[config.mk]
export PLATFORM = sky130hd
export DESIGN_NAME = double_ended_queue_top
export DESIGN_NICKNAME = d
export VERILOG_FILES = /design/src/sv/deq_pkg.sv /design/src/sv/deq_cell.sv /design/src/sv/deq_ctrl.sv /design/src/sv/double_ended_queue_top.sv
export SDC_FILE = /design/constraint.sdc
export NUM_CORES = 2
export LEC_CHECK = 0
export BUFFER_PORTS_ARGS = -buffer_cell sky130_fd_sc_hd__buf_2
export CAP_MARGIN = 40
export CORE_AREA = 2 2 455 412
export CTS_CLUSTER_SIZE = 24
export DETAILED_ROUTE_END_ITERATION = 12
export DIE_AREA = 0 0 457 414
export GPL_ROUTABILITY_DRIVEN = 0
export PLACE_DENSITY_LB_ADDON = 0.25
export SLEW_MARGIN = 5
export SYNTH_ARGS = -nofsm -noshare
export SYNTH_HDL_FRONTEND = slang
export SYNTH_SLANG_ARGS = --single-unit
[constraint.sdc]
create_clock -name clock -period 5.2 [get_ports clock]
set_clock_uncertainty 0.1 [all_clocks]
set_input_delay 0.52 -clock clock [delete_from_list [all_inputs] [get_ports clock]]
set_output_delay 0.52 -clock clock [all_outputs]
set_load 0.01 [all_outputs]
[src/sv/deq_pkg.sv]
// ----------------------------------------------------------------------------
// deq_pkg
// Shared types and constants for the double-ended queue: sizes, operation
// and status codes, cell commands and the link between neighboring cells.
// ----------------------------------------------------------------------------
package deq_pkg;

   // queue geometry
   localparam int DEPTH  = 32;
   localparam int WORD_W = 32;
   localparam int CNT_W  = $clog2(DEPTH + 1);

   typedef logic signed [WORD_W-1:0] word_type;
   typedef logic [CNT_W-1:0]         cnt_type;

   // operation codes carried by req_mode
   typedef enum logic [2:0] {
      MODE_PUSH_FRONT = 3'd0,
      MODE_PUSH_BACK  = 3'd1,
      MODE_POP_FRONT  = 3'd2,
      MODE_POP_BACK   = 3'd3,
      MODE_LIST       = 3'd4
   } mode_type;

   // result status codes
   typedef enum logic [1:0] {
      STAT_OK    = 2'd0,
      STAT_EMPTY = 2'd1,
      STAT_FULL  = 2'd2
   } status_type;

   // command broadcast to every cell in the chain
   typedef enum logic [2:0] {
      CMD_HOLD,
      CMD_SHIFT_IN,
      CMD_SHIFT_OUT,
      CMD_PUSH_BACK,
      CMD_POP_BACK,
      CMD_ROTATE
   } cell_cmd_type;

   typedef struct packed {
      cell_cmd_type cmd;
      word_type     value;
   } cell_ctl_type;

   // what one cell shows its neighbors
   typedef struct packed {
      logic     valid;
      word_type data;
   } link_type;

   // control sequencer states
   typedef enum logic {
      ST_IDLE,
      ST_LIST
   } state_type;

endpackage

[src/sv/deq_cell.sv]
// ----------------------------------------------------------------------------
// deq_cell
// One slot of the queue chain. Holds a word and an occupied flag; shifts
// toward either neighbor, takes a push at the back, drops a pop at the back
// and rotates toward the front during a list.
// ----------------------------------------------------------------------------
module deq_cell (
   input  logic                  clock,
   input  logic                  reset,
   input  deq_pkg::cell_ctl_type ctl_i,
   input  deq_pkg::word_type     head_i,
   input  deq_pkg::link_type     left_i,
   input  deq_pkg::link_type     right_i,
   output deq_pkg::link_type     link_o
);

   logic              valid_ff, valid_in;
   deq_pkg::word_type data_ff, data_in;

   // next slot contents per chain command
   always_comb begin
      valid_in = valid_ff;
      data_in  = data_ff;
      case (ctl_i.cmd)
         deq_pkg::CMD_SHIFT_IN: begin
            valid_in = left_i.valid;
            data_in  = left_i.data;
         end
         deq_pkg::CMD_SHIFT_OUT: begin
            valid_in = right_i.valid;
            data_in  = right_i.data;
         end
         deq_pkg::CMD_PUSH_BACK: begin
            // first free slot after the occupied run takes the word
            if (left_i.valid && !valid_ff) begin
               valid_in = 1'b1;
               data_in  = ctl_i.value;
            end
         end
         deq_pkg::CMD_POP_BACK: begin
            if (valid_ff && !right_i.valid) begin
               valid_in = 1'b0;
            end
         end
         deq_pkg::CMD_ROTATE: begin
            // last occupied slot wraps the front word around
            if (valid_ff) begin
               data_in = right_i.valid ? right_i.data : head_i;
            end
         end
         default: begin
            valid_in = valid_ff;
            data_in  = data_ff;
         end
      endcase
   end

   // occupied flag
   always_ff @(posedge clock) begin
      if (reset) begin
         valid_ff <= 1'b0;
      end else begin
         valid_ff <= valid_in;
      end
   end

   // stored word
   always_ff @(posedge clock) begin
      data_ff <= data_in;
   end

   assign link_o.valid = valid_ff;
   assign link_o.data  = data_ff;

endmodule

[src/sv/deq_ctrl.sv]
// ----------------------------------------------------------------------------
// deq_ctrl
// Sequencer for the queue: decodes each operation, tracks occupancy, drives
// the chain command and holds the result register toward the output.
// ----------------------------------------------------------------------------
module deq_ctrl (
   input  logic                  clock,
   input  logic                  reset,
   input  logic                  req_valid,
   output logic                  req_stall,
   input  logic [2:0]            req_mode,
   input  deq_pkg::word_type     req_value,
   input  deq_pkg::word_type     head_i,
   output deq_pkg::cell_ctl_type ctl_o,
   output logic                  rsp_valid,
   input  logic                  rsp_stall,
   output deq_pkg::word_type     rsp_item,
   output logic [1:0]            rsp_status,
   output logic                  rsp_last
);

   deq_pkg::state_type  state_ff, state_in;
   deq_pkg::cnt_type    cnt_ff, cnt_in;
   deq_pkg::cnt_type    list_k_ff, list_k_in;
   logic                rsp_valid_ff, rsp_valid_in;
   deq_pkg::word_type   item_ff, item_in;
   deq_pkg::status_type status_ff, status_in;
   logic                last_ff, last_in;
   logic                load;
   logic                accept;
   logic                out_free;
   logic                full;
   logic                empty;
   logic                list_end;

   // handshake and queue flags
   assign out_free  = !rsp_valid_ff || !rsp_stall;
   assign req_stall = (state_ff != deq_pkg::ST_IDLE) || !out_free;
   assign accept    = req_valid && !req_stall;
   assign full      = (cnt_ff == deq_pkg::CNT_W'(deq_pkg::DEPTH));
   assign empty     = (cnt_ff == '0);
   assign list_end  = (deq_pkg::CNT_W'(list_k_ff + 1'b1) == cnt_ff);

   // next state
   always_comb begin
      state_in = state_ff;
      case (state_ff)
         deq_pkg::ST_IDLE: begin
            if (accept && (req_mode == deq_pkg::MODE_LIST) && !empty &&
                (cnt_ff != deq_pkg::CNT_W'(1))) begin
               state_in = deq_pkg::ST_LIST;
            end
         end
         deq_pkg::ST_LIST: begin
            if (out_free && list_end) begin
               state_in = deq_pkg::ST_IDLE;
            end
         end
         default: begin
            state_in = deq_pkg::ST_IDLE;
         end
      endcase
   end

   // chain command, occupancy and result
   always_comb begin
      ctl_o.cmd   = deq_pkg::CMD_HOLD;
      ctl_o.value = req_value;
      cnt_in      = cnt_ff;
      list_k_in   = list_k_ff;
      load        = 1'b0;
      item_in     = '0;
      status_in   = deq_pkg::STAT_OK;
      last_in     = 1'b1;
      case (state_ff)
         deq_pkg::ST_IDLE: begin
            if (accept) begin
               case (req_mode)
                  deq_pkg::MODE_PUSH_FRONT,
                  deq_pkg::MODE_PUSH_BACK: begin
                     load = 1'b1;
                     if (full) begin
                        status_in = deq_pkg::STAT_FULL;
                     end else begin
                        ctl_o.cmd = (req_mode == deq_pkg::MODE_PUSH_FRONT) ?
                                    deq_pkg::CMD_SHIFT_IN : deq_pkg::CMD_PUSH_BACK;
                        cnt_in    = deq_pkg::CNT_W'(cnt_ff + 1'b1);
                     end
                  end
                  deq_pkg::MODE_POP_FRONT,
                  deq_pkg::MODE_POP_BACK: begin
                     load = 1'b1;
                     if (empty) begin
                        status_in = deq_pkg::STAT_EMPTY;
                     end else begin
                        ctl_o.cmd = (req_mode == deq_pkg::MODE_POP_FRONT) ?
                                    deq_pkg::CMD_SHIFT_OUT : deq_pkg::CMD_POP_BACK;
                        cnt_in    = deq_pkg::CNT_W'(cnt_ff - 1'b1);
                     end
                  end
                  deq_pkg::MODE_LIST: begin
                     load = 1'b1;
                     if (empty) begin
                        status_in = deq_pkg::STAT_EMPTY;
                     end else begin
                        // first entry goes out now, the chain rotates by one
                        ctl_o.cmd = deq_pkg::CMD_ROTATE;
                        item_in   = head_i;
                        last_in   = (cnt_ff == deq_pkg::CNT_W'(1));
                        list_k_in = deq_pkg::CNT_W'(1);
                     end
                  end
                  default: begin
                     load = 1'b0;
                  end
               endcase
            end
         end
         deq_pkg::ST_LIST: begin
            if (out_free) begin
               load      = 1'b1;
               ctl_o.cmd = deq_pkg::CMD_ROTATE;
               item_in   = head_i;
               last_in   = list_end;
               list_k_in = deq_pkg::CNT_W'(list_k_ff + 1'b1);
            end
         end
         default: begin
            load = 1'b0;
         end
      endcase
   end

   assign rsp_valid_in = load ? 1'b1 : (rsp_stall && rsp_valid_ff);

   // control registers
   always_ff @(posedge clock) begin
      if (reset) begin
         state_ff     <= deq_pkg::ST_IDLE;
         cnt_ff       <= '0;
         list_k_ff    <= '0;
         rsp_valid_ff <= 1'b0;
      end else begin
         state_ff     <= state_in;
         cnt_ff       <= cnt_in;
         list_k_ff    <= list_k_in;
         rsp_valid_ff <= rsp_valid_in;
      end
   end

   // result payload
   always_ff @(posedge clock) begin
      if (load) begin
         item_ff   <= item_in;
         status_ff <= status_in;
         last_ff   <= last_in;
      end
   end

   assign rsp_valid  = rsp_valid_ff;
   assign rsp_item   = item_ff;
   assign rsp_status = status_ff;
   assign rsp_last   = last_ff;

endmodule

[src/sv/double_ended_queue_top.sv]
// ----------------------------------------------------------------------------
// double_ended_queue_top
// Bounded double-ended queue of signed 32-bit words built as a chain of cells.
// ----------------------------------------------------------------------------
// Usage:
//   req channel (req_valid/req_stall) carries one operation per transfer:
//   push front, push back, pop front, pop back or list all. Undefined modes
//   are taken and ignored.
//   rsp channel (rsp_valid/rsp_stall) returns one result per push or pop
//   (status ok, empty or full) and, for a list, one result per entry from
//   front to back with rsp_last on the final one; an empty list gives one
//   empty status.
//   A result is registered and shows in the cycle after its request transfer.
//   Push and pop requests can follow back to back while results are not
//   stalled. A list of N entries returns one entry per cycle while results
//   are not stalled, with req_stall high until its last entry is loaded,
//   paced by the rotation of the cell chain toward the front.
//   A stalled result holds in the output register; a new request is taken
//   in the cycle the waiting result leaves.
//   Reset empties the queue at once; no clearing pass is needed.
// ----------------------------------------------------------------------------
module double_ended_queue_top (
   input  logic                    clock,
   input  logic                    reset,
   input  logic                    req_valid,
   output logic                    req_stall,
   input  logic [2:0]              req_mode,
   input  logic signed [31:0]      req_value,
   output logic                    rsp_valid,
   input  logic                    rsp_stall,
   output logic signed [31:0]      rsp_item,
   output logic [1:0]              rsp_status,
   output logic                    rsp_last
);

   deq_pkg::cell_ctl_type ctl;
   deq_pkg::link_type     links [deq_pkg::DEPTH];
   deq_pkg::link_type     front_edge;
   deq_pkg::link_type     back_edge;

   // chain boundaries: the front always looks occupied and feeds the push word
   assign front_edge.valid = 1'b1;
   assign front_edge.data  = req_value;
   assign back_edge.valid  = 1'b0;
   assign back_edge.data   = '0;

   // sequencer and result register
   deq_ctrl u_ctrl (
      .clock      (clock),
      .reset      (reset),
      .req_valid  (req_valid),
      .req_stall  (req_stall),
      .req_mode   (req_mode),
      .req_value  (req_value),
      .head_i     (links[0].data),
      .ctl_o      (ctl),
      .rsp_valid  (rsp_valid),
      .rsp_stall  (rsp_stall),
      .rsp_item   (rsp_item),
      .rsp_status (rsp_status),
      .rsp_last   (rsp_last)
   );

   // row of slots, front at index zero
   for (genvar i = 0; i < deq_pkg::DEPTH; i++) begin : g_cell
      deq_pkg::link_type left_link;
      deq_pkg::link_type right_link;

      if (i == 0) begin : g_first
         assign left_link = front_edge;
      end else begin : g_mid_l
         assign left_link = links[i-1];
      end

      if (i == deq_pkg::DEPTH - 1) begin : g_last
         assign right_link = back_edge;
      end else begin : g_mid_r
         assign right_link = links[i+1];
      end

      deq_cell u_cell (
         .clock   (clock),
         .reset   (reset),
         .ctl_i   (ctl),
         .head_i  (links[0].data),
         .left_i  (left_link),
         .right_i (right_link),
         .link_o  (links[i])
      );
   end

endmodule

# --- Yosys cells after proc, flatten, opt, wreduce, memory -nomap -nowiden ---
# Cells that the tools add are included.
word_totals:
  in_bits: 39
  out_inout_bits: 37
  word_cells: 604
  reg_bits: 1105
classes:
  add_sub_neg: 3
  n_eq_ne: 114
  mux: 259
  reduce_logical: 155
  bitwise_logic: 2
ops:
  columns: ["cell", "count"]
  rows:
  - ["$pmux W32 S4", 32]
  - ["$mux W32", 99]
  - ["$ne A2 B1 Y1 const B", 96]
  - ["$reduce_and A3 Y1", 61]
  - ["$pmux W1 S4", 30]
  - ["$mux W1", 73]
  - ["$pmux W32 S2", 1]
  - ["$logic_and A1 B1 Y1", 37]
  - ["$logic_not A1 Y1", 36]
  - ["$mux W6", 6]
  - ["$pmux W6 S2", 2]
  - ["$mux W3", 6]
  - ["$add A6 B1 Y6 const B", 2]
  - ["$eq A3 B2 Y1 const B", 4]
  - ["$ne A2 B2 Y1 const B", 5]
  - ["$reduce_or A2 Y1", 5]
  - ["$eq A3 B3 Y1 const B", 3]
  - ["$pmux W3 S3", 1]
  - ["$reduce_and A4 Y1", 2]
  - ["$reduce_bool A4 Y1", 2]
  - ["$eq A3 B1 Y1 const B", 2]
  - ["$eq A6 B1 Y1 const B", 1]
  - ["$eq A6 B6 Y1", 1]
  - ["$eq A6 B6 Y1 const B", 1]
  - ["17 further kinds", 25]

# --- Logic depth before layout (Yosys ltp) ---
depth:
  ltp_word: 12
  mapped_depth: 12
  mapped_depth_nobuf: 8

# --- Cells and area by module ---
# A second synthesis with hierarchy kept.
hier_totals:
  cells_unflattened: 8246
  hier_area_um2: 80438.4
by_module_without_submodules:
  columns: ["module", "seq_area_each_um2", "area_each_um2", "cells_each", "instances"]
  rows:
  - ["deq_cell at g_cell[0].u_cell ...", 980.9, 2417.3, 250, 29]
  - ["deq_cell at g_cell[7].u_cell ...", 980.9, 2590.0, 254, 3]
  - ["deq_ctrl", 1331.3, 2558.7, 232, 1]
  - ["double_ended_queue_top", 0.0, 7.5, 2, 1]

# --- Least setup slack after synthesis ---
# No wires, ideal clock.
synth_path:
  kind: "register to register"
  startpoint: "register u_ctrl.cnt_ff[0]"
  endpoint: "register g_cell[0].u_cell.data_ff[0], enable pin"
  setup_time_ns: 0.432
  t_required_ns: 4.668
  arrival_ns: 3.808
  n_path_buf: 4
  setup_slack_ns: 0.860
  path_stages_with_launch: 11
  period_less_slack_ns: 4.340
  cell_sequence: "dfxtp_1 > inv_1 > ha_1 > or4b_4 > a211oi_4 > o21ai_1 > buf_2 > buf_2 > buf_2 > clkbuf_1 > a21oi_1"
synth_via:
  elab_chain_len: 8
  word_cells_on_any_way: 17
  classes_between: "eq/ne (8); mux (6); reduce/logical (3)"
synth_lines:
  columns: ["element", "line", "rtl"]
  rows:
  - ["start, declared", "deq_ctrl.sv:23", "deq_pkg::cnt_type cnt_ff, cnt_in;"]
  - ["start signal, assigned", "deq_ctrl.sv:145", "cnt_ff <= cnt_in;"]
  - ["$eq A6 B6 Y1 or $logic_not A6 Y1 (tied branches)", "deq_ctrl.sv:40, deq_ctrl.sv:41", null]
  - ["$mux W3 (on tied branches)", "deq_ctrl.sv:82, deq_ctrl.sv:93, deq_ctrl.sv:103", null]
  - ["$pmux W3 S3 *", "deq_ctrl.sv:78", "case (req_mode)"]
  - ["$mux W3 *", "deq_ctrl.sv:77", "if (accept) begin"]
  - ["$pmux W3 S2 *", "deq_ctrl.sv:75", "case (state_ff)"]
  - ["$eq A3 B3 Y1 (tied with other cells)", "deq_cell.sv:24", "case (ctl_i.cmd)"]
  - ["$ne A2 B1 Y1 (no source line) (tied with other cells)", null, null]
  - ["$reduce_and A4 Y1 (no source line) *", null, null]
  - ["end signal, assigned", "deq_cell.sv:69", "data_ff <= data_in;"]
  - ["end, declared", "deq_cell.sv:18", "deq_pkg::word_type data_ff, data_in;"]
# Every way passes the cells marked *; elsewhere a longest branch is shown, timed or not.
# A chain may end at the register's enable or synchronous reset.

# --- Worst setup path after layout ---
layout_path:
  startpoint: "register u_ctrl.cnt_ff[0]"
  endpoint: "register g_cell[3].u_cell.data_ff[31], enable pin"
layout_via:
  elab_chain_len: 8
  word_cells_on_any_way: 16
  classes_between: "eq/ne (7); mux (6); reduce/logical (3)"
layout_lines:
  columns: ["element", "line"]
  rows:
  - ["$eq A6 B6 Y1 or $logic_not A6 Y1 (tied branches)", "deq_ctrl.sv:40, deq_ctrl.sv:41"]
  - ["$mux W3 (on tied branches)", "deq_ctrl.sv:82, deq_ctrl.sv:93, deq_ctrl.sv:103"]
  - ["$pmux W3 S3 *", "deq_ctrl.sv:78"]
  - ["$mux W3 *", "deq_ctrl.sv:77"]
  - ["$pmux W3 S2 *", "deq_ctrl.sv:75"]
  - ["$eq A3 B3 Y1 (tied with other cells)", "deq_cell.sv:24"]
  - ["$ne A2 B1 Y1 (no source line) or $reduce_bool A4 Y1 (tied branches)", null]
  - ["$reduce_and A3 Y1 (no source line) *", null]
  - ["end signal, assigned", "deq_cell.sv:69"]
  - ["end, declared", "deq_cell.sv:18"]
# Marks and branches as above.

==> results.sh <==
export IMPL_run_status="complete, but fails checks"
export IMPL_violations="max-slew violations"
export IMPL_ys_types=67
export IMPL_final_setup_viol_count=0
export IMPL_synth_seq_area_share_pct=49.53
export IMPL_vias=57344
export IMPL_grt_pass1_vias=53430
export IMPL_leakage_nw=22.95
export IMPL_drv_slew=98
export IMPL_hold_class="input port to register"
export IMPL_wl_per_cell_um=29.92
export IMPL_reg2reg_slack_ns=0.64
export IMPL_core_region_area_um2=184700
export IMPL_final_layout_size_suffix_gt1_share_pct=23.64
export IMPL_crit_chain="inv_1 > ha_1 > or4b_4 > o2111ai_2 > buf_4 > or3_1 > o21ai_0 > a21oi_4 > buf_4"
export IMPL_synth_common_cells="1,059 x edfxtp_1, 1,012 x a21oi_1, 939 x o21ai_0, 939 x o22ai_1, 899 x mux2_2"
export IMPL_r2r_end="g_cell[3].u_cell.data_ff[31]"
export IMPL_clkPwrFrac_pct=34.4
export IMPL_grt_ovfl_total=0
export IMPL_switching_share_pct=30.13
export IMPL_peakVddDrop_mv=0.2818
export IMPL_hpwlAfterDp_mm=146.8
export IMPL_ys_seq_elements=1105
export IMPL_cts_made_buffers=120
export IMPL_r2r_cells=9
export IMPL_path_buf_inv=3
export IMPL_path_clk_slew_ns=0.07
export IMPL_fin_cells=8562
export IMPL_numPortBuffers=75
export IMPL_fin_crit_ns=4.556
export IMPL_worst_slack_ns=0.6444
export IMPL_syn_inst=6426
export IMPL_yosys_area_top_type="edfxtp_1"
export IMPL_place_ws_ns=0.7817
export IMPL_pwr_share_seq_pct=46.7
export IMPL_maxCapViolations=0
export IMPL_fmax_mhz=219.5
export IMPL_n_fill_cell=17752
export IMPL_syn_nets=6469
export IMPL_p_int_mw=17.34
export IMPL_fin_nets=6068
export IMPL_dp_cells=8325
export IMPL_rsz0062_at_grt="no"
export IMPL_drt_iter0_markers=9087
export IMPL_start_util_pct=35.77
export IMPL_dr_pass1_iters=6
export IMPL_antenna_found_initial=7
export IMPL_synth_avg_cell_area_um2=10.28
export IMPL_slowest_delay_ns=0.73
export IMPL_pwr_share_comb_pct=18.9
export IMPL_path_delay_family="compound AO/OA/AOI/OAI gates"
export IMPL_cp_data_required_time_ns=5.49
export IMPL_synth_edf_count=1059
export IMPL_holdPathStages=2
export IMPL_synth_top_cell_area_share_pct=48.13
export IMPL_io_pins=76
export IMPL_critPathArrivalTime_ns=4.84
export IMPL_die_y_um=414
export IMPL_wirelength_mm=256.1
export IMPL_synth_most_common_cell="edfxtp_1"
export IMPL_max_slew_margin_pct=-6.549
export IMPL_crit_type="register to register"
export IMPL_synth_main_ff_cell="edfxtp_1"
export IMPL_power_density_nw_per_um2=339.5
export IMPL_grt_use_total_pct=25.74
export IMPL_root_buffer="clkbuf_16"
export IMPL_via_per_inst=6.698
export IMPL_cts_tree="done"
export IMPL_r2r_start="u_ctrl.cnt_ff[0]"
export IMPL_tightest_slew_ns=1.598
export IMPL_cp_slowest_cell="a21oi_4"
export IMPL_synth_area_top_cells="edfxtp_1 48%, mux2_2 15%, o22ai_1 8.9%"
export IMPL_fin_crit_sh_pct=87.61
export IMPL_fp_dieW_um=457
export IMPL_crit_top_cell="buf_4"
export IMPL_cp_max_fo=22
export IMPL_clockBufferDepth=3
export IMPL_grt_max_degree=216
export IMPL_die_area_um2=189200
export IMPL_holdCritStartpoint="req_value[18]"
export IMPL_holdWs_ns=0.03733
export IMPL_grt_pass1_wl_mm=373.0
export IMPL_ys_warn_count=0
export IMPL_worstHoldEndpoint="g_cell[0].u_cell.data_ff[18]"
export IMPL_syn_cell_area_um2=66070
export IMPL_htreeDepth=3
export IMPL_hold_viol=0
export IMPL_async_flop_share_pct=0
export IMPL_setup_worst_path_end_class="register"
export IMPL_tns_ns=0
export IMPL_clock_latency_ns=0.78
export IMPL_drc_errors=0
export IMPL_cts_resized=0
export IMPL_startpoint_type="register"
export IMPL_cts_sink_count=1105
export IMPL_switchingPower_mw=7.477
export IMPL_syn_to_final_growth_pct=10.65
export IMPL_num_rows=150
export IMPL_ant_nets=0
## metal layers
layer	track usage (%)	vias up	wire length, um
li1	-	24378	-
met1	37.24	28801	107900
met2	36.96	3643	108300
met3	6.108	518	29230
met4	9.732	4	10570
met5	0.3279	-	102
## cell usage in the layout, fill, tap and decap left out, types with 10 or more instances in the layout
cell,n
mux2_2,899
nand2_1,94
o21ai_0,938
clkinv_1,39
dfxtp_2,22
buf_12,49
nor2b_1,16
clkbuf_16,122
edfxtp_1,1059
and2_1,34
o22ai_1,937
buf_16,18
or3_1,32
nor2_1,145
clkbuf_1,29
a31oi_1,16
o311ai_0,29
xnor2_1,10
or2_2,31
a21oi_4,33
a221o_1,19
inv_1,64
nand3_1,22
buf_4,131
a22oi_1,50
a21o_1,20
clkinv_2,13
dfxtp_1,17
o41ai_1,29
a21oi_1,980
buf_2,75
## cells by family (layout without fill, tap and decap cells)
family	count (synthesis)	after routing	synth area share, %
AOI/OAI and AO/OA	3127	3127	26.64
xor gates and xnor gates	16	16	0.2121
adders and majority gates	4	4	0.07576
buffers and inverters	870	569	5.322
DFF	1105	1105	49.53
muxes	901	901	15.35
other	0	5	0
and+or+nand+nor	403	403	2.871
## worst max path at each step
stage | startpoint | to | cells past startpoint
6_report | u_ctrl.cnt_ff[0] | g_cell[3].u_cell.data_ff[31] | 9
5_1_grt | u_ctrl.cnt_ff[0] | g_cell[3].u_cell.data_ff[31] | 9
4_1_cts | u_ctrl.cnt_ff[0] | g_cell[3].u_cell.data_ff[31] | 9
3_5_place_dp | u_ctrl.cnt_ff[0] | g_cell[3].u_cell.data_ff[22] | 9
3_3_place_gp | u_ctrl.cnt_ff[0] | g_cell[12].u_cell.data_ff[25] | 9
2_1_floorplan | u_ctrl.cnt_ff[0] | g_cell[0].u_cell.data_ff[0] | 10
## through the flow
stage	cell area, um2	utilization (%)	power (mW)
floorplan	66070	-	14.51
global placement	68450	37.07	16.08
detailed placement	69220	37.48	16.28
CTS	73020	39.54	24.74
global route	73090	39.58	25.62
finish	73100	39.58	24.82
## area by class of cell
class | instances | area [um2] | share of cell area, %
clock inverters | 68 | 525.5 | 0.7189
diodes | 5 | 12.51 | 0.01712
repair buffers | 283 | 2950 | 4.036
clock buffers | 154 | 3203 | 4.382
multi-input cells | 4451 | 30350 | 41.52
flip-flops and latches | 1105 | 32780 | 44.84
well taps | 2432 | 3043 | 4.163
inverters | 64 | 240.2 | 0.3286
## power groups by stage
| stage | clock [mW] | combinational (mW) | sequential [mW] |
|---|---|---|---|
| 2_1_floorplan | 0 | 3.07 | 11.4 |
| 3_3_place_gp | 0 | 4.31 | 11.8 |
| 3_5_place_dp | 0 | 4.55 | 11.7 |
| 4_1_cts | 8.62 | 4.57 | 11.6 |
| 5_1_grt | 8.96 | 5.01 | 11.6 |
| 6_report | 8.54 | 4.70 | 11.6 |
## timing repair
action                                 CTS  global route
endpoints found under the hold margin    7             0
buffers inserted                         0             0
hold buffers                             7             0
## flip-flops by register name (all words and copies together), names as in the netlist
signal / count
u_ctrl.rsp_valid: 1
u_ctrl.list_k_ff: 6
u_ctrl.rsp_last: 1
u_ctrl.cnt_ff: 6
g_cell.u_cell.data_ff: 1024
u_ctrl.state_ff: 1
g_cell.u_cell.valid_ff: 32
u_ctrl.rsp_status: 2
u_ctrl.rsp_item: 32
No activity file was read; power rests on OpenSTA's default activity.
